===== src/rtl/core/tty_receive_line_discipline_defines.svh =====
// Assertion macros used by the front part of the receive line discipline.
`ifndef TTY_RECEIVE_LINE_DISCIPLINE_DEFINES_SVH
`define TTY_RECEIVE_LINE_DISCIPLINE_DEFINES_SVH

// Same-cycle implication, checked outside reset.
`define TTYRLD_ASSERT_NOW(lbl, ante, cons, msg) \
  lbl: assert property (@(posedge clk) disable iff (!rst_n) (ante) |-> (cons)) else $error(msg);

// Next-cycle implication, checked outside reset.
`define TTYRLD_ASSERT_NEXT(lbl, ante, cons, msg) \
  lbl: assert property (@(posedge clk) disable iff (!rst_n) (ante) |=> (cons)) else $error(msg);

`endif


===== src/rtl/core/ttyrld_pkg.sv =====
// Types and constants of the receive line discipline.
package ttyrld_pkg;

  localparam logic [1:0] ACT_RECV  = 2'd0;
  localparam logic [1:0] ACT_POP   = 2'd1;
  localparam logic [1:0] ACT_FLUSH = 2'd2;
  localparam logic [1:0] ACT_NOP   = 2'd3;

  localparam logic [1:0] EV_NONE  = 2'd0;
  localparam logic [1:0] EV_ABORT = 2'd1;
  localparam logic [1:0] EV_TRAP  = 2'd2;

  localparam logic [1:0] FLOW_NONE = 2'd0;
  localparam logic [1:0] FLOW_XOFF = 2'd1;
  localparam logic [1:0] FLOW_XON  = 2'd2;

  localparam logic [2:0] REG_OPTION = 3'd0;
  localparam logic [2:0] REG_ABORT  = 3'd1;
  localparam logic [2:0] REG_ERASE  = 3'd2;
  localparam logic [2:0] REG_KILL   = 3'd3;
  localparam logic [2:0] REG_EOF    = 3'd4;
  localparam logic [2:0] REG_TRAP   = 3'd5;
  localparam logic [2:0] REG_STOP   = 3'd6;
  localparam logic [2:0] REG_RESUME = 3'd7;

  localparam int OB_LINE    = 0;
  localparam int OB_ECHO    = 1;
  localparam int OB_CRMAP   = 2;
  localparam int OB_FLOW    = 3;
  localparam int OB_SEVEN   = 4;
  localparam int OB_BREAK   = 5;
  localparam int OB_MONTRAP = 6;

  localparam logic [7:0] CH_XON   = 8'h11;
  localparam logic [7:0] CH_XOFF  = 8'h13;
  localparam logic [7:0] CH_CR    = 8'h0d;
  localparam logic [7:0] CH_LF    = 8'h0a;
  localparam logic [7:0] CH_BS    = 8'h08;
  localparam logic [7:0] CH_SPACE = 8'h20;
  localparam logic [7:0] CH_CARET = 8'h5e;
  localparam logic [7:0] CH_AT    = 8'h40;
  localparam logic [7:0] MASK7    = 8'h7f;
  localparam logic [7:0] LINE_MAX = 8'hff;

  // Queue between the front and the back part.
  localparam int Q_DEPTH = 4;
  localparam int Q_AW    = 2;
  localparam int Q_CW    = 3;

  // One classified input item, expanded by the back part into 1 to 3 results.
  typedef struct packed {
    logic [2:0][7:0] echo;
    logic [1:0]      necho;
    logic [1:0]      event_res;
    logic            overflow;
    logic [1:0]      flow_request;
    logic            remote_stopped;
    logic            data_ready;
    logic [7:0]      read_data;
    logic            read_valid;
    logic [9:0]      fill_level;
  } job_t;

endpackage


===== src/rtl/core/ttyrld_if.sv =====


interface ttyrld_out_if;
  logic       valid;
  logic       ready;
  logic [7:0] echo_char;
  logic       echo_valid;
  logic       last;
  logic [1:0] event_res;
  logic       overflow;
  logic [1:0] flow_request;
  logic       remote_stopped;
  logic       data_ready;
  logic [7:0] read_data;
  logic       read_valid;
  logic [9:0] fill_level;
  modport source (output valid, echo_char, echo_valid, last, event_res, overflow,
                  flow_request, remote_stopped, data_ready, read_data, read_valid,
                  fill_level, input ready);
  modport sink (input valid, echo_char, echo_valid, last, event_res, overflow,
                flow_request, remote_stopped, data_ready, read_data, read_valid,
                fill_level, output ready);
  modport monitor (input valid, echo_char, echo_valid, last, event_res, overflow,
                   flow_request, remote_stopped, data_ready, read_data, read_valid,
                   fill_level, ready);
endinterface


===== src/rtl/core/ttyrld_back.sv =====
// Back part: expands each queued item into one to three result items.
module ttyrld_back (
  input  logic             clk,
  input  logic             rst_n,
  input  logic             q_not_empty,
  input  ttyrld_pkg::job_t q_head,
  output logic             q_pop,
  ttyrld_out_if.source     out_ch
);
  import ttyrld_pkg::*;

  logic [1:0] k_r, nres;
  logic       is_last;

  assign nres    = (q_head.necho == 2'd0) ? 2'd1 : q_head.necho;
  assign is_last = (k_r == nres - 2'd1);
  assign q_pop   = q_not_empty && out_ch.ready && is_last;

  assign out_ch.valid          = q_not_empty;
  assign out_ch.echo_char      = (k_r < q_head.necho) ? q_head.echo[k_r] : 8'h00;
  assign out_ch.echo_valid     = (k_r < q_head.necho);
  assign out_ch.last           = is_last;
  assign out_ch.event_res      = q_head.event_res;
  assign out_ch.overflow       = q_head.overflow;
  assign out_ch.flow_request   = q_head.flow_request;
  assign out_ch.remote_stopped = q_head.remote_stopped;
  assign out_ch.data_ready     = q_head.data_ready;
  assign out_ch.read_data      = q_head.read_data;
  assign out_ch.read_valid     = q_head.read_valid;
  assign out_ch.fill_level     = q_head.fill_level;

  always_ff @(posedge clk) begin
    if (!rst_n) begin
      k_r <= '0;
    end else if (q_not_empty && out_ch.ready) begin
      k_r <= is_last ? 2'd0 : k_r + 2'd1;
    end
  end
endmodule


===== src/flat_wrapper.sv =====
// flat-port wrapper written by rule: the top's interface ports become plain ports
module ttyrld_back_flat import ttyrld_pkg::*;
  (clk, rst_n, q_not_empty, q_head, q_pop, out_ch_valid, out_ch_echo_char, out_ch_echo_valid, out_ch_last, out_ch_event_res, out_ch_overflow, out_ch_flow_request, out_ch_remote_stopped, out_ch_data_ready, out_ch_read_data, out_ch_read_valid, out_ch_fill_level, out_ch_ready);
  ttyrld_out_if out_ch_i ();
  input  logic clk;
  input  logic rst_n;
  input  logic q_not_empty;
  input  ttyrld_pkg::job_t q_head;
  output logic q_pop;
  output wire logic [$bits(out_ch_i.valid)-1:0] out_ch_valid;
  output wire logic [$bits(out_ch_i.echo_char)-1:0] out_ch_echo_char;
  output wire logic [$bits(out_ch_i.echo_valid)-1:0] out_ch_echo_valid;
  output wire logic [$bits(out_ch_i.last)-1:0] out_ch_last;
  output wire logic [$bits(out_ch_i.event_res)-1:0] out_ch_event_res;
  output wire logic [$bits(out_ch_i.overflow)-1:0] out_ch_overflow;
  output wire logic [$bits(out_ch_i.flow_request)-1:0] out_ch_flow_request;
  output wire logic [$bits(out_ch_i.remote_stopped)-1:0] out_ch_remote_stopped;
  output wire logic [$bits(out_ch_i.data_ready)-1:0] out_ch_data_ready;
  output wire logic [$bits(out_ch_i.read_data)-1:0] out_ch_read_data;
  output wire logic [$bits(out_ch_i.read_valid)-1:0] out_ch_read_valid;
  output wire logic [$bits(out_ch_i.fill_level)-1:0] out_ch_fill_level;
  input wire logic [$bits(out_ch_i.ready)-1:0] out_ch_ready;
  assign out_ch_valid = out_ch_i.valid;
  assign out_ch_echo_char = out_ch_i.echo_char;
  assign out_ch_echo_valid = out_ch_i.echo_valid;
  assign out_ch_last = out_ch_i.last;
  assign out_ch_event_res = out_ch_i.event_res;
  assign out_ch_overflow = out_ch_i.overflow;
  assign out_ch_flow_request = out_ch_i.flow_request;
  assign out_ch_remote_stopped = out_ch_i.remote_stopped;
  assign out_ch_data_ready = out_ch_i.data_ready;
  assign out_ch_read_data = out_ch_i.read_data;
  assign out_ch_read_valid = out_ch_i.read_valid;
  assign out_ch_fill_level = out_ch_i.fill_level;
  assign out_ch_i.ready = out_ch_ready;
  ttyrld_back u_core (.clk(clk), .rst_n(rst_n), .q_not_empty(q_not_empty), .q_head(q_head), .q_pop(q_pop), .out_ch(out_ch_i));
endmodule

===== config.mk =====
export PLATFORM = sky130hd
export DESIGN_NAME = ttyrld_back_flat
export DESIGN_NICKNAME = d
export VERILOG_FILES = /design/src/rtl/core/tty_receive_line_discipline_defines.svh /design/src/rtl/core/ttyrld_pkg.sv /design/src/rtl/core/ttyrld_if.sv /design/src/rtl/core/ttyrld_back.sv /design/src/flat_wrapper.sv
export SDC_FILE = /design/constraint.sdc
export NUM_CORES = 1
export LEC_CHECK = 0
export BUFFER_PORTS_ARGS = -buffer_cell sky130_fd_sc_hd__buf_2
export CORE_ASPECT_RATIO = 1.2
export CORE_MARGIN = 2
export CORE_UTILIZATION = 32
export DETAILED_ROUTE_END_ITERATION = 16
export PLACE_DENSITY = 0.87
export SETUP_SLACK_MARGIN = 0.15
export SYNTH_ARGS = -nofsm -noshare
export SYNTH_HDL_FRONTEND = slang
export SYNTH_SLANG_ARGS = --single-unit

===== constraint.sdc =====
create_clock -name clk -period 1.9 [get_ports clk]
set_input_delay 0 -clock clk [delete_from_list [all_inputs] [get_ports clk]]
set_output_delay 0 -clock clk [all_outputs]
set_load 0.1 [all_outputs]

==> results of run 1 <==
path summary, 6_finish.rpt:
path | cells past startpoint | start | slack, ns | to
max | 4 | u_core.k_r[1]$_SDFFE_PN0P_ | 0.19 | out_ch_echo_char[1]
min | 0 | q_head[0] | 0.00004 | out_ch_fill_level[0]
max reg2reg | 4 | u_core.k_r[1]$_SDFFE_PN0P_ | 0.79 | u_core.k_r[0]$_SDFFE_PN0P_
min reg2reg | 3 | u_core.k_r[0]$_SDFFE_PN0P_ | 0.71 | u_core.k_r[0]$_SDFFE_PN0P_
placed cells by master, fill, tap and decap left out:
| master | count |
|---|---|
| mux2i_1 | 8 |
| o21ai_1 | 1 |
| dfxtp_1 | 1 |
| nor3_1 | 1 |
| a31oi_1 | 1 |
| buf_2 | 30 |
| buf_4 | 2 |
| nand4b_1 | 1 |
| nand3_1 | 2 |
| a21oi_2 | 4 |
| o21a_1 | 1 |
| ha_1 | 1 |
| clkbuf_4 | 3 |
| dfxtp_2 | 1 |
| buf_12 | 11 |
| o21ai_0 | 3 |
| or2_2 | 4 |
| o2111a_1 | 1 |
| a21o_1 | 1 |
| or2_1 | 4 |
| nand4_1 | 1 |
| nor2b_2 | 1 |
| a21oi_1 | 5 |
| nand2_1 | 10 |
| nand2b_1 | 2 |
| inv_1 | 2 |
routing by layer:
layer	track usage	vias up
met1	0.136	273
met2	0.251	43
met3	0.0444	8
met4	0.113	0
met5	0	-
li1	-	295
kinds of logic after synthesis:
family	Yosys count	share of synthesized area
AND/OR/NAND/NOR	26	0.213
buffers and inverters	34	0.404
multiplexers	8	0.125
flip-flops	2	0.0625
AO/OA/AOI/OAI	17	0.176
adder cells (fa/ha/maj)	1	0.0195
stage by stage:
stage          setup slack [ns]  hold WS (ns)
4_1_cts                   0.164      0.000681
5_1_grt                  0.0658      0.000143
3_3_place_gp              0.391      0.000681
3_5_place_dp              0.277      0.000681
2_1_floorplan            -0.449         0.139
6_report                  0.189     0.0000439
area by class of cell:
class / instances / area (um2) / share of cell area
clock buffers: 3 / 22.5 / 0.0273
inverters: 2 / 7.51 / 0.00910
multi-input cells: 52 / 344 / 0.417
flip-flops and latches: 2 / 41.3 / 0.0501
well taps: 19 / 23.8 / 0.0288
repair buffers: 43 / 385 / 0.467
worst max-delay path: cells and delay by family, from the launching register on:
kind | cells | cell delay (ns)
adders and majority gates | 1 | 0.27
buffers and inverters | 1 | 0.21
DFF | 1 | 0.44
AOI/OAI and AO/OA | 2 | 0.55
repair_timing:
item                       4_1_cts  5_1_grt
setup endpoints to repair        8        8
buffers inserted                 0        0
cloned                           0        0
resized for setup                1        1
pin swaps                        0        0
power by group through the flow:
stage	clock network, mW	logic [mW]	registers (mW)
global route	0.107	0.373	0.0463
floorplan	0	0.480	0.0453
finish	0.0952	0.358	0.0459
detailed placement	0	0.358	0.0463
CTS	0.101	0.360	0.0458
global placement	0	0.355	0.0461
==> results.yml, run 1 <==
grt:
  grt_first_pass_wirelength_mm: 2.49
  grt_pass1_vias: 624
  grt_max_degree: 11
  antenna_found_initial: 0
  track_usage: 0.144
  grt_overflow: 0
power_and_ir_drop:
  powerDensity_nw_per_um2: 605
  power.switching_mw: 0.256
  p_int_mw: 0.242
  p_seq_frac: 0.092
  clkPwrFrac: 0.191
  power.share.switching: 0.514
  pwr-share-comb: 0.717
  power.static_leakage_nw: 0.371
  ir_drop_uv: 372
  p_total_mw: 0.499
die:
  die_h_um: 53.0
  top_level_ports: 94
  fp-row-count: 17
  start_util: 0.342
  core_um2: 1870
  die_w_um: 44.8
  die_area_um2: 2380
routing:
  vias_per_cell: 5.12
  highest_layer: "met4"
  routed-wl-met2_um: 919
  drt-met1-wl_um: 547
  drtIter0Drc: 11
  route.antenna.remaining_nets: 0
  drt-wirelength-per-cell_um: 14.2
  totalWireLength_mm: 1.72
  met3_length_um: 193
  route.detailed.drc: 0
  drtPass1Iterations: 4
  vias: 619
synthesis:
  synth_seq_cells: 2
  synth_top_cell_by_area: "buf_4"
  synthCells: 88
  synth_edf_count: 0
  synthArstFlopShare: 0
  yosysMostFrequentCell: "buf_4"
  ys_seq_area_frac: 0.0625
  synth_area_per_cell_um2: 7.28
  synthTopCellsByArea: "buf_4 (33%), mux2i_1 (13%), dfxtp_1 (6.3%), nand2_1 (5.9%), a21oi_2 (5.5%)"
  yosysTopAreaCellShare: 0.328
  synthFlopType: "dfxtp_1"
  synthTopCellsByCount: "buf_4 (28), nand2_1 (10), mux2i_1 (8)"
  syn_area_um2: 641
  ys_types: 26
  syn_nets: 145
  yosys_warnings: 0
cts:
  cts_buffers: 3
  cts_max_path_buffers: 2
  insertion_delay_ns: 0.23
  root_buffer: "clkbuf_4"
  cts_hold_buf: 0
  htree_levels: 1
  clk_pin_slew_worst_paths_ns: 0.03
  cts.sink_count: 2
  cts_tree: "built"
timing:
  slew-limit-headroom: 0.680
  setup_viol: 0
  tns_ns: 0
  hold_viol_final: 0
  rsz0062_at_grt: "true"
  fmax_mhz: 585
  period_needed_ns: 1.71
  drv_slew: 0
  timing.final.crit_share: 0.900
  fin_skew_ns: 0.00200
  tightestPinTransition_ns: 0.483
critical_path:
  crit_type: "flop to primary output"
  crit_path_top_delay_cell: "dfxtp_2"
  cp.required_ns: 1.90
  endpoint_kind: "primary output"
  start_kind: "flop"
  path_cells: "ha_1 -> a21o_1 -> a21oi_1 -> buf_12"
  worst-path-max-fanout: 9
  slowest_delay_ns: 0.44
  worstPathArrival_ns: 1.71
min_path:
  hp-class: "input port to primary output"
final_layout:
  n_antenna_cell: 0
  drive_gt1_frac: 0.549
  finalNetCount: 161
  n_fill_cell: 194
  fin_cells: 121
  design_area_um2: 825
  final_util: 0.441
  largest_reg_flops: 2
  largest-register: "u_core.k_r"
  top_regs: "u_core.k_r: 2 flops"
  syn_to_final_growth_pct: 28.7
place:
  hpwl_mm: 1.43
  place_inst: 118
  port-buffer-count: 41
  placed_cell_area_um2: 798
  globalplace.congestion: 0.689
job:
  drv_cap: 0
status:
  outcome: "finished, final reports clean"
Power figures use the tool's default switching activity.
==> run 2, diff against run 1 <==
PLACE_DENSITY = 0.86   (was 0.87)
SKIP_CTS_REPAIR_TIMING = 1   (was default)
==> run 2 against run 1 <==
Compared with the run above:
- critical path depth grew 1
- utilization shrank 0.40 points
- worst setup slack got worse by 0.0078 ns
- highest routed layer unchanged
==> results.yml, run 2 (synthesis gave the netlist of run 1 again) <==
critical_path:
  r2r_cells: 3
  endpoint: "out_ch_echo_char[1]"
  crit_type: "flop to primary output"
  endpoint_kind: "primary output"
  cp.required_ns: 1.90
  worst-path-max-fanout: 9
  worstReg2RegStart: "u_core.k_r[0]$_SDFFE_PN0P_"
  worstSetupStartpoint: "u_core.k_r[0]$_SDFFE_PN0P_"
  rrSetupSlack_ns: 1.02
  worstPathArrival_ns: 1.72
  reg2reg_to: "u_core.k_r[1]$_SDFFE_PN0P_"
  start_kind: "flop"
routing:
  route.detailed.drc: 0
  drt-wirelength-per-cell_um: 14.8
  drtIter0Drc: 9
  vias: 608
  route.antenna.remaining_nets: 0
  drtPass1Iterations: 4
  vias_per_cell: 5.02
  totalWireLength_mm: 1.80
power_and_ir_drop:
  power.static_leakage_nw: 0.367
  p_total_mw: 0.489
  ir_drop_uv: 363
  powerDensity_nw_per_um2: 599
die:
  die_w_um: 44.8
  core_um2: 1870
  die_h_um: 53.0
  start_util: 0.342
  fp-row-count: 17
  die_area_um2: 2380
  top_level_ports: 94
grt:
  grt_pass1_vias: 560
  grt_overflow: 0
  grt_first_pass_wirelength_mm: 2.23
  track_usage: 0.133
  grt_max_degree: 10
  antenna_found_initial: 0
timing:
  rsz0062_at_grt: "true"
  timing.final.crit_share: 0.905
  fin_skew_ns: 0.00208
  tightestPinTransition_ns: 0.483
  period_needed_ns: 1.72
  hold_viol_final: 0
  fmax_mhz: 582
  fin_ws_ns: 0.181
  drv_slew: 0
  setup_viol: 0
  slew-limit-headroom: 0.680
final_layout:
  drive_gt1_frac: 0.559
  n_antenna_cell: 0
  top_regs: "u_core.k_r: 2 flops"
  largest_reg_flops: 2
  finalNetCount: 161
  final_cell_mix: "buf_2 (31), nand2_1 (10), buf_12 (10)"
  final_common_cell: "buf_2"
  ff_latch_area_um2: 41.3
  n_fill_cell: 183
  largest-register: "u_core.k_r"
  multiInputGateArea_um2: 348
  syn_to_final_growth_pct: 27.5
cts:
  htree_levels: 1
  cts_max_path_buffers: 2
  insertion_delay_ns: 0.22
  cts_tree: "built"
  cts.sink_count: 2
  cts_buffers: 3
  clk_pin_slew_worst_paths_ns: 0.03
  root_buffer: "clkbuf_4"
job:
  drv_cap: 0
status:
  outcome: "finished, final reports clean"
min_path:
  hp-class: "input port to primary output"
place:
  globalplace.congestion: 0.719
  hpwl_mm: 1.53
  port-buffer-count: 41
  place_worst_setup_slack_ns: 0.334
[run 2: cell types whose count changed in the layout (fill, tap and decap cells not counted)]
cell,delta
buf_12,-1
buf_4,-1
buf_6,+1
a21oi_2,+1
buf_2,+1
a21oi_1,-1
[run 2: layout make-up]
type,instances,area share
clock buffers,3,0.0276
inverters,2,0.00919
multi-input cells,52,0.426
flip-flops and latches,2,0.0505
well taps,19,0.0291
repair buffers,43,0.458
[run 2: how the worst min path moves through the flow]
stage	slack [ns]	cells past startpoint	from	end
detailed placement	0.0007	0	q_head[1]	out_ch_fill_level[1]
global placement	0.0007	0	q_head[1]	out_ch_fill_level[1]
finish	0.00004	0	q_head[23]	out_ch_overflow
CTS	0.0007	0	q_head[1]	out_ch_fill_level[1]
global route	0.0002	0	q_head[23]	out_ch_overflow
floorplan	0.14	2	rst_n	u_core.k_r[0]$_SDFFE_PN0P_
[run 2: through the flow]
stage | std cells | util | hold WS (ns) | setup TNS (ns) | instance area [um2]
2_1_floorplan | 88 | - | 0.139 | -1.80 | 641
3_3_place_gp | 118 | 0.418 | 0.000681 | 0 | 783
3_5_place_dp | 118 | 0.418 | 0.000681 | 0 | 783
4_1_cts | 121 | 0.430 | 0.000681 | 0 | 806
5_1_grt | 121 | 0.436 | 0.000157 | 0 | 817
6_report | 121 | 0.436 | 0.0000386 | 0 | 817
[run 2: where the power goes]
part | switching, mW | internal [mW]
Combinational | 0.229 | 0.123
Sequential | 0.00265 | 0.0437
Clock | 0.0207 | 0.0694
Total | 0.253 | 0.236
[run 2: worst max-delay path, cell delays in order, from the launching register on]
cell,delay (ns)
dfxtp_1,0.37
buf_4,0.19
nand2b_1,0.14
a21o_1,0.30
a21oi_1,0.28
buf_12,0.22
[run 2: routing by layer]
layer / share of wire / GRT usage / wire [um]
met3: 0.11 / 0.0444 / 199
met1: 0.32 / 0.115 / 566
met4: 0.034 / 0.113 / 61
met2: 0.54 / 0.239 / 968
met5: 0 / 0 / 0
==> run 3, diff against run 2 <==
CORE_MARGIN = 1.5   (was 2)
==> run 3 against run 2 <==
Compared with the run above:
- count of clock-buffer cells in the layout is the same
- clock power grew 2%
- sequential share of layout area shrank 0.10 points
- cell area shrank 1.1%
- utilization shrank 0.47 points
- register-to-register slack lost 0.13 ns
- sequential power shrank 3%
- largest power group unchanged
- highest routed layer unchanged
==> results.yml, run 3 (synthesis gave the netlist of run 1 again) <==
status:
  outcome: "finished, final reports clean"
cts:
  cts.sink_count: 2
  insertion_delay_ns: 0.22
  cts_tree: "built"
  cts_max_path_buffers: 2
  cts_buffers: 3
  htree_levels: 1
  root_buffer: "clkbuf_4"
  clk_pin_slew_worst_paths_ns: 0.03
critical_path:
  worst-path-max-fanout: 15
  slowest_delay_ns: 0.32
  start_kind: "flop"
  endpoint_kind: "primary output"
  path_cells: "buf_4 -> mux2i_1 -> or2_2 -> a21oi_1 -> buf_12"
  crit_buf_inv: 2
  worstSetupStartpoint: "u_core.k_r[1]$_SDFFE_PN0P_"
  crit_type: "flop to primary output"
  path_delay_family: "buffers and inverters"
  worstReg2RegStart: "u_core.k_r[1]$_SDFFE_PN0P_"
  worstPathArrival_ns: 1.62
  crit_path_top_delay_cell: "dfxtp_1"
  cp.required_ns: 1.90
timing:
  drv_slew: 0
  setup_viol: 0
  fin_ws_ns: 0.284
  slew-limit-headroom: 0.680
  rsz0062_at_grt: "false"
  tns_ns: 0
  tightestPinTransition_ns: 0.484
  whs_ns: 0.0000380
  fmax_mhz: 619
  hold_viol_final: 0
  period_needed_ns: 1.62
  timing.final.crit_share: 0.850
  fin_skew_ns: 0.000347
final_layout:
  drive_gt1_frac: 0.539
  n_fill_cell: 191
  final_util: 0.432
  fin_cells: 121
  largest-register: "u_core.k_r"
  multiInputGateArea_um2: 344
  n_antenna_cell: 0
  final_common_cell: "buf_2"
  ff_latch_area_um2: 40.0
  finalNetCount: 161
  largest_reg_flops: 2
  top_regs: "u_core.k_r: 2 flops"
  final_cell_mix: "buf_2 (31), nand2_1 (10), buf_12 (10)"
  syn_to_final_growth_pct: 26.2
die:
  die_area_um2: 2280
  die_w_um: 43.8
  core_um2: 1870
  top_level_ports: 94
  start_util: 0.342
  die_h_um: 52.0
  fp-row-count: 17
routing:
  drt-wirelength-per-cell_um: 14.2
  drtIter0Drc: 9
  vias_per_cell: 5.22
  drtPass1Iterations: 4
  route.antenna.remaining_nets: 0
  totalWireLength_mm: 1.72
  vias: 632
  route.detailed.drc: 0
place:
  globalplace.congestion: 0.708
  place_worst_setup_slack_ns: 0.386
  hpwl_mm: 1.37
  port-buffer-count: 41
  place_inst: 118
grt:
  grt_pass1_vias: 595
  grt_first_pass_wirelength_mm: 2.56
  grt_overflow: 0
  grt_max_degree: 16
  track_usage: 0.152
  antenna_found_initial: 0
job:
  drv_cap: 0
power_and_ir_drop:
  power.static_leakage_nw: 0.365
  powerDensity_nw_per_um2: 605
  ir_drop_uv: 330
min_path:
  hp-class: "input port to primary output"
  min-delay-start: "q_head[0]"
-- run 3: per-layer routing --
metal / vias up / routed length, um / global-route usage
li1: 295 / - / -
met5: - / 0 / 0
met2: 40 / 849 / 0.233
met1: 287 / 649 / 0.165
met3: 10 / 164 / 0.0521
met4: 0 / 57 / 0.126
-- run 3: worst paths after layout --
kind                                              endpoint  slack, ns  cells past startpoint
worst min register to register  u_core.k_r[0]$_SDFFE_PN0P_       0.56                      2
worst min-delay path                  out_ch_fill_level[0]    0.00004                      0
worst max-delay path                   out_ch_echo_char[0]       0.28                      5
worst max register to register  u_core.k_r[0]$_SDFFE_PN0P_       0.89                      4
-- run 3: area by class of cell --
type,count,share of cell area
Sequential cell,2,0.0495
Timing Repair Buffer,43,0.458
Clock buffer,3,0.0279
Tap cell,19,0.0294
Multi-Input combinational cell,52,0.426
Inverter,2,0.00929
-- run 3: stage by stage --
step                      area, um2  power, mW
after global placement          783      0.394
after detailed placement        783      0.397
after CTS                       806      0.492
after floorplan                 641      0.526
after global routing            808      0.514
final                           808      0.489
-- run 3: power by group --
group          switching [mW]  internal, mW  total (mW)  leakage, nW
combinational           0.230         0.123       0.352        0.335
sequential            0.00149        0.0436      0.0451       0.0162
clock                  0.0223        0.0695      0.0918       0.0138
total                   0.253         0.236       0.489        0.365
