[src/rtl/core/tty_receive_line_discipline_defines.svh]
// Assertion macros used by the front part of the receive line discipline.
`ifndef TTY_RECEIVE_LINE_DISCIPLINE_DEFINES_SVH
`define TTY_RECEIVE_LINE_DISCIPLINE_DEFINES_SVH

// Same-cycle implication, checked outside reset.
`define TTYRLD_ASSERT_NOW(lbl, ante, cons, msg) \
  lbl: assert property (@(posedge clk) disable iff (!rst_n) (ante) |-> (cons)) else $error(msg);

// Next-cycle implication, checked outside reset.
`define TTYRLD_ASSERT_NEXT(lbl, ante, cons, msg) \
  lbl: assert property (@(posedge clk) disable iff (!rst_n) (ante) |=> (cons)) else $error(msg);

`endif

[src/rtl/core/ttyrld_pkg.sv]
// Types and constants of the receive line discipline.
package ttyrld_pkg;

  localparam logic [1:0] ACT_RECV  = 2'd0;
  localparam logic [1:0] ACT_POP   = 2'd1;
  localparam logic [1:0] ACT_FLUSH = 2'd2;
  localparam logic [1:0] ACT_NOP   = 2'd3;

  localparam logic [1:0] EV_NONE  = 2'd0;
  localparam logic [1:0] EV_ABORT = 2'd1;
  localparam logic [1:0] EV_TRAP  = 2'd2;

  localparam logic [1:0] FLOW_NONE = 2'd0;
  localparam logic [1:0] FLOW_XOFF = 2'd1;
  localparam logic [1:0] FLOW_XON  = 2'd2;

  localparam logic [2:0] REG_OPTION = 3'd0;
  localparam logic [2:0] REG_ABORT  = 3'd1;
  localparam logic [2:0] REG_ERASE  = 3'd2;
  localparam logic [2:0] REG_KILL   = 3'd3;
  localparam logic [2:0] REG_EOF    = 3'd4;
  localparam logic [2:0] REG_TRAP   = 3'd5;
  localparam logic [2:0] REG_STOP   = 3'd6;
  localparam logic [2:0] REG_RESUME = 3'd7;

  localparam int OB_LINE    = 0;
  localparam int OB_ECHO    = 1;
  localparam int OB_CRMAP   = 2;
  localparam int OB_FLOW    = 3;
  localparam int OB_SEVEN   = 4;
  localparam int OB_BREAK   = 5;
  localparam int OB_MONTRAP = 6;

  localparam logic [7:0] CH_XON   = 8'h11;
  localparam logic [7:0] CH_XOFF  = 8'h13;
  localparam logic [7:0] CH_CR    = 8'h0d;
  localparam logic [7:0] CH_LF    = 8'h0a;
  localparam logic [7:0] CH_BS    = 8'h08;
  localparam logic [7:0] CH_SPACE = 8'h20;
  localparam logic [7:0] CH_CARET = 8'h5e;
  localparam logic [7:0] CH_AT    = 8'h40;
  localparam logic [7:0] MASK7    = 8'h7f;
  localparam logic [7:0] LINE_MAX = 8'hff;

  // Queue between the front and the back part.
  localparam int Q_DEPTH = 4;
  localparam int Q_AW    = 2;
  localparam int Q_CW    = 3;

  // One classified input item, expanded by the back part into 1 to 3 results.
  typedef struct packed {
    logic [2:0][7:0] echo;
    logic [1:0]      necho;
    logic [1:0]      event_res;
    logic            overflow;
    logic [1:0]      flow_request;
    logic            remote_stopped;
    logic            data_ready;
    logic [7:0]      read_data;
    logic            read_valid;
    logic [9:0]      fill_level;
  } job_t;

endpackage

[src/rtl/core/ttyrld_fifo.sv]
// Short queue of classified items between the front and back parts.
module ttyrld_fifo (
  input  logic                    clk,
  input  logic                    rst_n,
  input  logic                    push,
  input  ttyrld_pkg::job_t        push_data,
  input  logic                    pop,
  output logic                    not_empty,
  output ttyrld_pkg::job_t        head,
  output logic [ttyrld_pkg::Q_CW-1:0] free_cnt
);
  import ttyrld_pkg::*;

  job_t            mem_r [Q_DEPTH];
  logic [Q_AW-1:0] wp_r, rp_r;
  logic [Q_CW-1:0] cnt_r;

  assign not_empty = (cnt_r != '0);
  assign head      = mem_r[rp_r];
  assign free_cnt  = Q_CW'(Q_DEPTH) - cnt_r;

  always_ff @(posedge clk) begin
    if (push) begin
      mem_r[wp_r] <= push_data;
    end
    if (!rst_n) begin
      wp_r  <= '0;
      rp_r  <= '0;
      cnt_r <= '0;
    end else begin
      if (push) wp_r <= wp_r + 1'b1;
      if (pop)  rp_r <= rp_r + 1'b1;
      cnt_r <= cnt_r + Q_CW'(push) - Q_CW'(pop);
    end
  end
endmodule

[config.mk]
export PLATFORM = sky130hd
export DESIGN_NAME = ttyrld_fifo
export DESIGN_NICKNAME = d
export VERILOG_FILES = /design/src/rtl/core/tty_receive_line_discipline_defines.svh /design/src/rtl/core/ttyrld_pkg.sv /design/src/rtl/core/ttyrld_fifo.sv
export SDC_FILE = /design/constraint.sdc
export NUM_CORES = 1
export LEC_CHECK = 0
export BUFFER_PORTS_ARGS = -buffer_cell sky130_fd_sc_hd__buf_2
export CAP_MARGIN = 0
export CORE_UTILIZATION = 55
export CTS_CLUSTER_DIAMETER = 50
export CTS_CLUSTER_SIZE = 16
export DETAILED_ROUTE_END_ITERATION = 7
export HOLD_SLACK_MARGIN = 0.08
export PLACE_DENSITY = 0.73
export SLEW_MARGIN = 10
export SYNTH_ARGS = -nofsm -noshare
export SYNTH_HDL_FRONTEND = slang
export SYNTH_SLANG_ARGS = --single-unit
export TNS_END_PERCENT = 10
[constraint.sdc]
create_clock -name clk -period 6.2 [get_ports clk]
set_input_delay 0.31 -clock clk [delete_from_list [all_inputs] [get_ports clk]]
set_output_delay 0.31 -clock clk [all_outputs]
set_load 0.1 [all_outputs]
==> out/results.md, run 1 <==
| Metric | This run | Unit |
|---|---|---|
| Growth of design area from synthesis to finish | 23.0 | % |
| Boundary Pins | 112 | - |
| Total clock buffers created by CTS | 20 | - |
| Total Nets Final | 563 | - |
| Antenna Cells | 0 | - |
| Critical Path End Type | output pin | - |
| Total wire length | 13.4 | mm |
| Number of max-slew violations in the final report | 0 | - |
| Cell type of the slowest stage on the worst timing path | sky130_fd_sc_hd__dfxtp_4 | - |
| Routed via count | 3728 | - |
| End-of-flow core utilization | 70.2 | % |
| Synth cell types | 20 | - |
| Violation count after the first detailed-routing iteration | 202 | - |
| Critical path data required time | 5.89 | ns |
| Reg2Reg Capture Point | cnt_r[2] | - |
| Synthesis-stage register bit count | 217 | - |
| Setup slack of the critical path after layout | 3.22 | ns |
| Remaining routing DRC violations | 0 | - |
| Met3 demand-to-capacity share in global routing | 3.87 | % |
| Die width | 123 | um |
| Final worst-path cycle share | 48.1 | % |
| Root buffer cell | sky130_fd_sc_hd__clkbuf_16 | - |
| Power density relative to cell area | 369 | mW/mm^2 |
| Clock Skew | 0.0126 | ns |
| Reg clk slew, reported paths | 0.07 | ns |
| Final setup violation count | 0 | - |
| Via count of the first global-routing pass | 3947 | - |
| Timing endpoint of the critical path | head[49] | - |
| Number of nets with antenna violations after detailed routing | 0 | - |
| Clock Path Buffers | 3 | - |
| Overall die area | 0.0151 | mm^2 |
| Number of clock sinks | 217 | - |
| Standard-cell row count | 43 | - |
| First-pass GRT wire length | 20.4 | mm |
| Cells on worst reg2reg path | 7 | - |
| Setup TNS Final | 0 | ns |
| Startpoint type of the worst setup path | flip-flop | - |
| Highest cell delay on the worst timing path | 0.64 | ns |
| Number of violations of the max-capacitance limit | 0 | - |
| Resized cells post-CTS | 0 | - |
| Port Buffers | 111 | - |
| Post-detailed-route via-to-cell ratio | 5.40 | - |
| Actual transition at the worst max-transition pin | 0.794 | ns |
| Dpl hpwl | 7.54 | mm |
| Setup Fix Bufs, Post-CTS | 0 | - |
| Count of yosys warnings during synthesis | 0 | - |
| Syn Area/Cell | 25.2 | um^2 |
| Routing usage on met1 | 24.7 | % |
| Proportion of layout cells with a drive suffix above 1 | 39.8 | % |
| Global-route track usage on met2 | 31.2 | % |
| GRT overflow | 0 | - |
| All-layer global routing usage | 18.4 | % |
| Critical Path Fanout Max | 30 | - |
| Fin. Hold Viols | 0 | - |
| Effective utilization at floorplan | 57.0 | % |
| Maximum operating frequency | 335 | MHz |
| Worst reg2reg setup slack | 4.44 | ns |
| Weighted congestion reported at the end of routability-driven placement | 0.681 | - |
| Max transition margin | 47.1 | % |
| Syn_nets | 384 | - |
| Arrival time at the worst endpoint | 2.67 | ns |
| Start-to-end type of the worst setup path | reg2out | - |
| Startpoint of the worst register-to-register path | cnt_r[0] | - |
| Cts hold-fix bufs | 53 | - |
| Leakage power | 3.44 | nW |
| Die outline height | 123 | um |
| Average routed wire per standard cell | 19.4 | um |
| Worst-Skew Late Latency | 0.48 | ns |
| Path category of the worst min-delay check | in2reg | - |
| Worst slack after detailed placement | 3.63 | ns |
| Area of the core | 0.0141 | mm^2 |
| Sequential area share after synthesis | 79.9 | % |
| Cells along the critical path | buf_4, mux4_1, buf_2 | - |
| Busiest metal layer after global routing | met2 | - |
| CTS tree | built | - |
| Highest ir drop seen on vdd | 297 | uV |
| H-tree levels | 1 | - |
| Syn Std Cell Area | 0.00804 | mm^2 |
| Mapped Cells | 319 | - |
| Min Clock Period, post-route | 2.98 | ns |
| Detailed Routing Iterations Pass 1 | 4 | - |
| Status | finished clean | - |
| Antenna violations before repair | 1 | - |
| Largest net degree at the start of global routing | 53 | - |
| Unrepaired setup endpoints after global routing | false | - |
-- worst max-delay path, delay by kind of cell (launching register included) --
kind                   cells  cell delay [ns]
DFF                        1             0.64
muxes                      1             0.63
buffers and inverters      2             0.90
-- flip-flops by register name (all words and copies together), names as in the netlist, named ones only --
| name | count |
|---|---|
| mem_r | 208 |
| cnt_r | 3 |
| rp_r | 2 |
| wp_r | 2 |
-- worst min path at each step --
stage	start	endpoint	depth (start not counted)
after global routing	pop	flip-flop	3
final	pop	flip-flop	3
after floorplan	push_data[0]	mem_r[0][0]	0
after CTS	pop	flip-flop	3
after detailed placement	push_data[0]	mem_r[0][0]	1
after global placement	rp_r[0]	flip-flop	2
-- cell type report --
cell class,instances,area [um^2]
inverter,10,37.5
fill,906,4210
sequential,217,6430
tap,180,225
clock buffer,24,537
clock inverter,10,95.1
timing repair buffer,170,1130
multi-input combinational,79,1430
-- where the power goes --
group	internal, mW	leakage (nW)	switching [mW]
clock	0.668	0.310	0.501
sequential	1.68	1.99	0.0314
combinational	0.175	1.14	0.589
total	2.53	3.44	1.12
-- cells in the mapped netlist --
cell type                    n  area (um^2)
sky130_fd_sc_hd__edfxtp_1  208         6250
sky130_fd_sc_hd__mux4_2     50         1130
sky130_fd_sc_hd__inv_1      10         37.5
sky130_fd_sc_hd__dfxtp_1     9          180
sky130_fd_sc_hd__ha_1        8          100
sky130_fd_sc_hd__and2_1      6         37.5
sky130_fd_sc_hd__buf_12      5          100
sky130_fd_sc_hd__buf_2       5         25.0
sky130_fd_sc_hd__nor2_1      5         18.8
sky130_fd_sc_hd__mux4_1      2         52.6
sky130_fd_sc_hd__xnor2_1     2         17.5
sky130_fd_sc_hd__a21bo_2     1         10.0
sky130_fd_sc_hd__a21oi_1     1         5.00
sky130_fd_sc_hd__buf_4       1         7.51
sky130_fd_sc_hd__buf_6       1         11.3
sky130_fd_sc_hd__clkbuf_1    1         3.75
sky130_fd_sc_hd__fa_1        1         20.0
sky130_fd_sc_hd__mux2i_1     1         10.0
sky130_fd_sc_hd__nand3b_1    1         7.51
sky130_fd_sc_hd__xor3_1      1         23.8
-- routing by layer --
layer / vias to the layer above / wire (um)
li1: 1695 / -
met1: 1900 / 5830
met2: 110 / 6540
met3: 23 / 758
met4: 0 / 240
met5: - / 0
-- kinds of logic after synthesis --
| family | synth area share (%) |
|---|---|
| multiplexers | 14.8 |
| AO/OA/AOI/OAI | 0.187 |
| buffers and inverters | 2.30 |
| flip-flops | 79.9 |
| AND/OR/NAND/NOR | 0.794 |
| adder cells (fa/ha/maj) | 1.49 |
| XOR/XNOR | 0.514 |
-- placed cells by master (no fill, tap or decap) --
cell                            Yosys  final
sky130_fd_sc_hd__edfxtp_1         208    208
sky130_fd_sc_hd__buf_2              5    111
sky130_fd_sc_hd__dlygate4sd3_1      0     53
sky130_fd_sc_hd__mux4_2            50     50
sky130_fd_sc_hd__clkbuf_16          0     21
sky130_fd_sc_hd__inv_1             10     10
sky130_fd_sc_hd__ha_1               8      8
sky130_fd_sc_hd__dfxtp_1            9      7
sky130_fd_sc_hd__buf_4              1      6
sky130_fd_sc_hd__nor2_1             5      5
sky130_fd_sc_hd__and2_2             0      4
sky130_fd_sc_hd__inv_6              0      4
sky130_fd_sc_hd__clkbuf_1           1      3
sky130_fd_sc_hd__mux4_1             2      2
sky130_fd_sc_hd__xnor2_1            2      2
sky130_fd_sc_hd__and2_1             6      2
sky130_fd_sc_hd__clkinv_1           0      2
sky130_fd_sc_hd__clkinv_4           0      2
sky130_fd_sc_hd__a21bo_2            1      1
sky130_fd_sc_hd__nand3b_1           1      1
sky130_fd_sc_hd__a21oi_1            1      1
sky130_fd_sc_hd__mux2i_1            1      1
sky130_fd_sc_hd__xor3_1             1      1
sky130_fd_sc_hd__fa_1               1      1
sky130_fd_sc_hd__dfxtp_4            0      1
sky130_fd_sc_hd__dfxtp_2            0      1
sky130_fd_sc_hd__clkinv_2           0      1
sky130_fd_sc_hd__bufinv_16          0      1
-- through the flow --
step	cell area [um^2]	hold slack (ns)	power (mW)	cells
after global placement	8730	0.511	2.48	603
final	9890	0.168	3.65	690
after CTS	9890	0.162	3.69	690
after floorplan	8040	0.409	2.38	319
after global routing	9890	0.171	3.77	690
after detailed placement	8730	0.528	2.49	603
(Power assumes the default switching activity.)
==> inputs of run 2 (changes only) <==
--- a/config.mk
+++ b/config.mk
@@ -7,12 +7,12 @@
 export LEC_CHECK = 0
 export BUFFER_PORTS_ARGS = -buffer_cell sky130_fd_sc_hd__buf_2
 export CAP_MARGIN = 0
-export CORE_UTILIZATION = 55
+export CORE_UTILIZATION = 51
 export CTS_CLUSTER_DIAMETER = 50
 export CTS_CLUSTER_SIZE = 16
 export DETAILED_ROUTE_END_ITERATION = 7
 export HOLD_SLACK_MARGIN = 0.08
-export PLACE_DENSITY = 0.73
+export PLACE_DENSITY = 0.71
 export SLEW_MARGIN = 10
 export SYNTH_ARGS = -nofsm -noshare
 export SYNTH_HDL_FRONTEND = slang
==> constraint.sdc (replaced) <==
create_clock -name clk -period 2.7 [get_ports clk]
set_input_delay 0.135 -clock clk [delete_from_list [all_inputs] [get_ports clk]]
set_output_delay 0.135 -clock clk [all_outputs]
set_load 0.1 [all_outputs]
==> run 2 against run 1 <==
Sequential share of layout area fell by 0.65 points. Wire length is 1.3% higher. Clock skew decreased by 0.00085 ns. Flip-flop and latch count unchanged. Global-route usage fell by 0.75 points. Register-to-register slack got worse by 3.5 ns. First-iteration DRC count increased by 10%. Largest cell class unchanged. Highest routed layer unchanged.
==> out/results.md, run 2 (synthesis results as in run 1) <==
| Metric | This run | Unit | vs previous |
|---|---|---|---|
| Status | finished clean | - |  |
| Setup Fix Bufs, Post-CTS | 0 | - | unchanged |
| Routed wire length on met2 | 6.84 | mm | +4.6% |
| Fin. Hold Viols | 0 | - | unchanged |
| Startpoint of the worst register-to-register path | cnt_r[0] | - |  |
| Number of nets with antenna violations after detailed routing | 0 | - | unchanged |
| Highest cell delay on the worst timing path | 0.57 | ns | -0.07 ns |
| All-layer global routing usage | 17.6 | % | -0.75 points |
| Antenna Cells | 0 | - | unchanged |
| Total wire length | 13.5 | mm | +1.3% |
| Critical Path End Type | output pin | - |  |
| Cts hold-fix bufs | 55 | - | +3.8% |
| Port Buffers | 111 | - | unchanged |
| Die outline height | 128 | um | +3.8% |
| Max transition margin | 56.4 | % | +9.3 points |
| Via count of the first global-routing pass | 4075 | - | +3.2% |
| First-pass GRT wire length | 21.5 | mm | +5.3% |
| Weighted congestion reported at the end of routability-driven placement | 0.667 | - | -2.0% |
| Start-to-end type of the worst setup path | reg2out | - |  |
| Largest regs | mem_r: 208 flops, cnt_r: 3 flops | - |  |
| Remaining routing DRC violations | 0 | - | unchanged |
| Cells along the critical path | buf_12, mux4_2, buf_2 | - |  |
| Effective utilization at floorplan | 52.5 | % | -4.5 points |
| Uppermost routed layer | met4 | - |  |
| Critical Path Fanout Max | 33 | - | +10% |
| Post-detailed-route via-to-cell ratio | 5.19 | - | -4.0% |
| Root buffer cell | sky130_fd_sc_hd__clkbuf_16 | - |  |
| Die width | 128 | um | +3.8% |
| Reg clk slew, reported paths | 0.07 | ns | about the same |
| Final worst-path cycle share | 83.9 | % |  |
| Most common cell after layout, fill and taps aside | sky130_fd_sc_hd__edfxtp_1 | - |  |
| Boundary Pins | 112 | - | unchanged |
| Resized cells post-CTS | 0 | - | unchanged |
| Standard-cell row count | 45 | - | +4.7% |
| Overall die area | 0.0163 | mm^2 | +7.7% |
| Area of the core | 0.0153 | mm^2 | +8.6% |
| Average routed wire per standard cell | 18.7 | um | -3.4% |
| Number of violations of the max-capacitance limit | 0 | - | unchanged |
| Routed length on met1 | 5.85 | mm | +0.38% |
| Clock Skew | 0.0117 | ns | -0.000852 ns |
| Arrival time at the worst endpoint | 2.13 | ns | -0.54 ns |
| Critical hold path startpoint | push_data[24] | - |  |
| Number of clock sinks | 217 | - | unchanged |
| Violation count after the first detailed-routing iteration | 223 | - | +10% |
| Detailed Routing Iterations Pass 1 | 4 | - | unchanged |
| Top library cells by usage in the layout, fill and taps aside | 208 x sky130_fd_sc_hd__edfxtp_1, 111 x sky130_fd_sc_hd__buf_2, 55 x sky130_fd_sc_hd__dlygate4sd3_1 | - |  |
| Reg2Reg Capture Point | cnt_r[2] | - |  |
| Number of max-slew violations in the final report | 0 | - | unchanged |
| End-of-flow core utilization | 65.2 | % | -4.9 points |
| CTS tree | built | - |  |
| Maximum operating frequency | 441 | MHz |  |
| H-tree levels | 1 | - | unchanged |
| Proportion of layout cells with a drive suffix above 1 | 39.8 | % | about the same |
| Cell family with the largest share of critical-path delay | buffers and inverters | - |  |
| Startpoint type of the worst setup path | flip-flop | - |  |
| Largest register by flop count | mem_r | - |  |
| Cell type of the slowest stage on the worst timing path | sky130_fd_sc_hd__mux4_2 | - |  |
| Worst reg2reg setup slack | 0.91 | ns | -3.53 ns |
| Final setup violation count | 0 | - | unchanged |
| Setup TNS Final | 0 | ns | unchanged |
| Worst-Skew Late Latency | 0.46 | ns | -0.02 ns |
| Dpl hpwl | 7.89 | mm | +4.7% |
| Routed via count | 3757 | - | +0.78% |
| Total clock buffers created by CTS | 19 | - | -5.0% |
| Total Nets Final | 568 | - | +0.89% |
| Worst hold path depth | 2 | - | -1 |
| GRT overflow | 0 | - | unchanged |
| Leakage power | 3.46 | nW | +0.69% |
| Worst Path Buf+Inv | 2 | - | unchanged |
| Unrepaired setup endpoints after global routing | false | - |  |
| Growth of design area from synthesis to finish | 24.3 | % |  |
| Endpoint of the worst hold-timing path | mem_r[1][24] | - |  |
| Routed length on met3 | 728 | um | -4.0% |
| Cells on worst reg2reg path | 7 | - | unchanged |
| Largest net degree at the start of global routing | 53 | - | unchanged |
| Power density relative to cell area | 833 | mW/mm^2 | +130% |
| Actual transition at the worst max-transition pin | 0.654 | ns | -0.140 ns |
| Clock Path Buffers | 3 | - | unchanged |
| Largest register FFs | 208 | - | unchanged |
| Critical path data required time | 2.57 | ns | -3.32 ns |
| Highest ir drop seen on vdd | 1010 | uV | +240% |
| Min Clock Period, post-route | 2.27 | ns |  |
| Final worst hold slack | 0.414 | ns | +0.246 ns |
| Antenna violations before repair | 0 | - | -1 |
| Path category of the worst min-delay check | in2reg | - |  |
-- run 2: final cells by class --
type	instances	area, um^2
Clock buffer	24	494
Tap cell	211	264
Clock inverter	7	98.8
Multi-Input combinational cell	79	1430
Sequential cell	217	6430
Fill cell	1047	5320
Inverter	10	37.5
Timing Repair Buffer	176	1230
-- run 2: worst max path at each step --
stage | from | to | slack [ns] | depth (start not counted)
2_1_floorplan | wp_r[0] | mem_r[2][0] | 0.51 | 3
4_1_cts | flip-flop | head[49] | 0.38 | 3
5_1_grt | flip-flop | head[35] | 0.33 | 3
3_5_place_dp | flip-flop | head[49] | 0.88 | 3
6_report | flip-flop | head[7] | 0.43 | 3
3_3_place_gp | flip-flop | head[51] | 0.87 | 3
-- run 2: layer usage --
layer / vias up / global-route usage (%)
met5: - / 0
met4: 0 / 3.92
met3: 13 / 3.39
met2: 111 / 29.9
met1: 1930 / 23.9
li1: 1703 / -
-- run 2: report_power, final --
part | internal, mW | switching [mW] | total, mW
Combinational | 0.421 | 1.38 | 1.80
Clock | 1.50 | 1.11 | 2.61
Sequential | 3.87 | 0.0499 | 3.92
-- run 2: metrics by stage --
step                      cell area, um^2  setup slack, ns  total power [mW]  cells
after floorplan                      8040            0.506              5.46    319
after global routing                 9990            0.330              8.61    724
after CTS                            9990            0.380              8.41    724
after global placement               8850            0.868              5.72    638
final                                9990            0.435              8.32    724
after detailed placement             8850            0.883              5.74    638
==> inputs of run 3 (changes only) <==
--- a/config.mk
+++ b/config.mk
@@ -7,12 +7,12 @@
 export LEC_CHECK = 0
 export BUFFER_PORTS_ARGS = -buffer_cell sky130_fd_sc_hd__buf_2
 export CAP_MARGIN = 0
-export CORE_UTILIZATION = 51
+export CORE_UTILIZATION = 55
 export CTS_CLUSTER_DIAMETER = 50
 export CTS_CLUSTER_SIZE = 16
 export DETAILED_ROUTE_END_ITERATION = 7
 export HOLD_SLACK_MARGIN = 0.08
-export PLACE_DENSITY = 0.71
+export PLACE_DENSITY = 0.73
 export SLEW_MARGIN = 10
 export SYNTH_ARGS = -nofsm -noshare
 export SYNTH_HDL_FRONTEND = slang
==> constraint.sdc (replaced) <==
create_clock -name clk -period 2.3 [get_ports clk]
set_input_delay 0.115 -clock clk [delete_from_list [all_inputs] [get_ports clk]]
set_output_delay 0.115 -clock clk [all_outputs]
set_load 0.1 [all_outputs]
==> run 3 against run 2 <==
Flip-flop and latch count unchanged. Critical endpoint is now head[51]. Register-to-register slack got worse by 0.38 ns. Critical path depth unchanged. Clock skew increased by 0.0023 ns. Sequential share of layout area decreased by 0.76 points. Final cell count decreased by 2.9%.
==> out/results.md, run 3 (synthesis results as in run 1) <==
| Metric | This run | Unit | vs previous |
|---|---|---|---|
| Fin cells | 703 | - | -2.9% |
| Antenna violations before repair | 2 | - | +2 |
| Most common cell after layout, fill and taps aside | sky130_fd_sc_hd__edfxtp_1 | - |  |
| Via count of the first global-routing pass | 4202 | - | +3.1% |
| GRT overflow | 0 | - | unchanged |
| Overall die area | 0.0151 | mm^2 | -7.2% |
| Top library cells by usage in the layout, fill and taps aside | 208 x sky130_fd_sc_hd__edfxtp_1, 111 x sky130_fd_sc_hd__buf_2, 55 x sky130_fd_sc_hd__dlygate4sd3_1 | - |  |
| Die width | 123 | um | -3.6% |
| Violation count after the first detailed-routing iteration | 299 | - | +34% |
| Critical Path Fanout Max | 15 | - | -55% |
| Largest register by flop count | mem_r | - |  |
| Reg clk slew, reported paths | 0.07 | ns | about the same |
| Routed via count | 3836 | - | +2.1% |
| Status | finished clean | - |  |
| Number of nets with antenna violations after detailed routing | 0 | - | unchanged |
| Actual transition at the worst max-transition pin | 0.524 | ns | -0.130 ns |
| Final cell area excluding filler cells | 0.0101 | mm^2 | +1.2% |
| Weighted congestion reported at the end of routability-driven placement | 0.693 | - | +3.8% |
| All-layer global routing usage | 19.4 | % | +1.8 points |
| Resized cells post-CTS | 0 | - | unchanged |
| Clock Path Buffers | 3 | - | unchanged |
| Area of the core | 0.0141 | mm^2 | -8.0% |
| Cell Count Post-Placement | 610 | - | -4.4% |
| Detailed Routing Iterations Pass 1 | 4 | - | unchanged |
| Die outline height | 123 | um | -3.6% |
| Highest cell delay on the worst timing path | 0.57 | ns | about the same |
| Arrival time at the worst endpoint | 2.01 | ns | -0.12 ns |
| Final worst hold slack | 0.385 | ns | -0.0294 ns |
| Setup slack of the critical path after layout | 0.176 | ns | -0.259 ns |
| Max transition margin | 65.3 | % | +8.9 points |
| Unrepaired setup endpoints after global routing | false | - |  |
| Stages on the worst setup path | 3 | - | unchanged |
| Start-to-end type of the worst setup path | reg2out | - |  |
| Power density relative to cell area | 990 | mW/mm^2 | +19% |
| Startpoint type of the worst setup path | flip-flop | - |  |
| Maximum operating frequency | 471 | MHz |  |
| Port Buffers | 111 | - | unchanged |
| Worst slack after detailed placement | 0.478 | ns | -0.405 ns |
| Cells on worst reg2reg path | 7 | - | unchanged |
| Remaining routing DRC violations | 0 | - | unchanged |
| Root buffer cell | sky130_fd_sc_hd__clkbuf_16 | - |  |
| Critical hold path startpoint | push_data[40] | - |  |
| Final setup violation count | 0 | - | unchanged |
| Total Nets Final | 575 | - | +1.2% |
| Cells along the critical path | buf_12, mux4_1, buf_2 | - |  |
| Number of clock sinks | 217 | - | unchanged |
| Post-detailed-placement cell area | 0.00888 | mm^2 | +0.38% |
| Largest register FFs | 208 | - | unchanged |
| Sequential cell area in the final layout | 0.00643 | mm^2 | unchanged |
| Standard-cell row count | 43 | - | -4.4% |
| Startpoint of the worst register-to-register path | cnt_r[0] | - |  |
| Setup TNS Final | 0 | ns | unchanged |
| Cell family with the largest share of critical-path delay | multiplexers | - |  |
| Critical Path End Type | output pin | - |  |
| Worst-Skew Late Latency | 0.48 | ns | +0.02 ns |
| Number of max-slew violations in the final report | 0 | - | unchanged |
| H-tree levels | 1 | - | unchanged |
| Clock Skew | 0.0141 | ns | +0.00234 ns |
| Boundary Pins | 112 | - | unchanged |
| Layout filler cell count | 843 | - | -19% |
| Average routed wire per standard cell | 19.9 | um | +6.2% |
| First-pass GRT wire length | 21.7 | mm | +0.90% |
| Post-detailed-route via-to-cell ratio | 5.46 | - | +5.2% |
| Largest net degree at the start of global routing | 40 | - | -25% |
| Final worst-path cycle share | 92.4 | % |  |
| CTS tree | built | - |  |
| Min Clock Period, post-route | 2.12 | ns |  |
| Cell type of the slowest stage on the worst timing path | sky130_fd_sc_hd__mux4_1 | - |  |
| Critical path data required time | 2.18 | ns | -0.39 ns |
| Proportion of layout cells with a drive suffix above 1 | 40.9 | % | +1.1 points |
| Growth of design area from synthesis to finish | 25.8 | % |  |
| Path category of the worst min-delay check | in2reg | - |  |
| Effective utilization at floorplan | 57.0 | % | +4.5 points |
| Total clock buffers created by CTS | 20 | - | +1 |
| Number of violations of the max-capacitance limit | 0 | - | unchanged |
| Largest regs | mem_r: 208 flops, cnt_r: 3 flops | - |  |
| Area of the multi-input gates | 0.00143 | mm^2 | unchanged |
| Worst hold path depth | 2 | - | unchanged |
| Fin. Hold Viols | 0 | - | unchanged |
| Highest ir drop seen on vdd | 1010 | uV | +0.20% |
| Dpl hpwl | 8.27 | mm | +4.8% |
| Total wire length | 14.0 | mm | +3.2% |
| Leakage power | 3.53 | nW | +2.0% |
| Worst Path Buf+Inv | 2 | - | unchanged |
[run 3: cell types whose count changed in the layout (fill, tap and decap cells not counted)]
cell | previous run | this run
sky130_fd_sc_hd__clkbuf_16 | 19 | 21
sky130_fd_sc_hd__clkinv_2 | 2 | 0
sky130_fd_sc_hd__clkinv_1 | 0 | 2
sky130_fd_sc_hd__buf_4 | 6 | 8
sky130_fd_sc_hd__clkinvlp_4 | 0 | 1
sky130_fd_sc_hd__clkbuf_1 | 5 | 2
sky130_fd_sc_hd__inv_6 | 1 | 3
sky130_fd_sc_hd__buf_12 | 4 | 8
sky130_fd_sc_hd__inv_8 | 1 | 0
sky130_fd_sc_hd__clkinv_4 | 1 | 2
sky130_fd_sc_hd__diode_2 | 0 | 2
[run 3: path summary, 6_finish.rpt]
kind | end | slack [ns]
worst max register to register | cnt_r[2] | 0.53
worst min register to register | flip-flop | 0.55
worst max-delay path | head[51] | 0.18
worst min-delay path | mem_r[3][40] | 0.38
[run 3: final cells by class]
class / count / share of cell area [%]
timing repair buffer: 182 / 13.1
sequential: 217 / 63.6
multi-input combinational: 79 / 14.2
inverter: 10 / 0.371
antenna: 2 / 0.0495
tap: 180 / 2.23
clock inverter: 10 / 1.18
clock buffer: 23 / 5.27
[run 3: worst register-to-register path, cell delays in order (launching register included)]
cell	delay, ns
sky130_fd_sc_hd__dfxtp_1	0.33
sky130_fd_sc_hd__inv_1	0.07
sky130_fd_sc_hd__ha_1	0.27
sky130_fd_sc_hd__inv_1	0.04
sky130_fd_sc_hd__ha_1	0.18
sky130_fd_sc_hd__fa_1	0.37
sky130_fd_sc_hd__xor3_1	0.39
sky130_fd_sc_hd__nor2_1	0.04
[run 3: repair_timing]
item | 4_1_cts | 5_1_grt
hold buffers | 55 | 0
endpoints found under the setup margin | 1 | 0
endpoints found under the hold margin | 217 | 0
setup buffers | 3 | 0
[run 3: power breakdown]
group / internal [mW] / switching [mW] / leakage, nW
Clock: 1.90 / 1.36 / 0.315
Combinational: 0.520 / 1.63 / 1.23
Sequential: 4.54 / 0.0598 / 1.99
Total: 6.96 / 3.05 / 3.53
[run 3: routing by layer]
layer	vias to the layer above	GRT usage [%]	share of wire, %
met5	-	0	0
met4	0	4.88	1.8
met3	19	3.74	5.1
met2	116	33.6	52
met1	1979	25.6	41
li1	1722	-	-
[run 3: per-stage QoR]
stage	total power [mW]	utilization [%]
finish	10.0	71.7
global route	10.3	71.7
CTS	10.1	71.7
detailed placement	6.77	63.0
global placement	6.73	63.0
floorplan	6.41	-
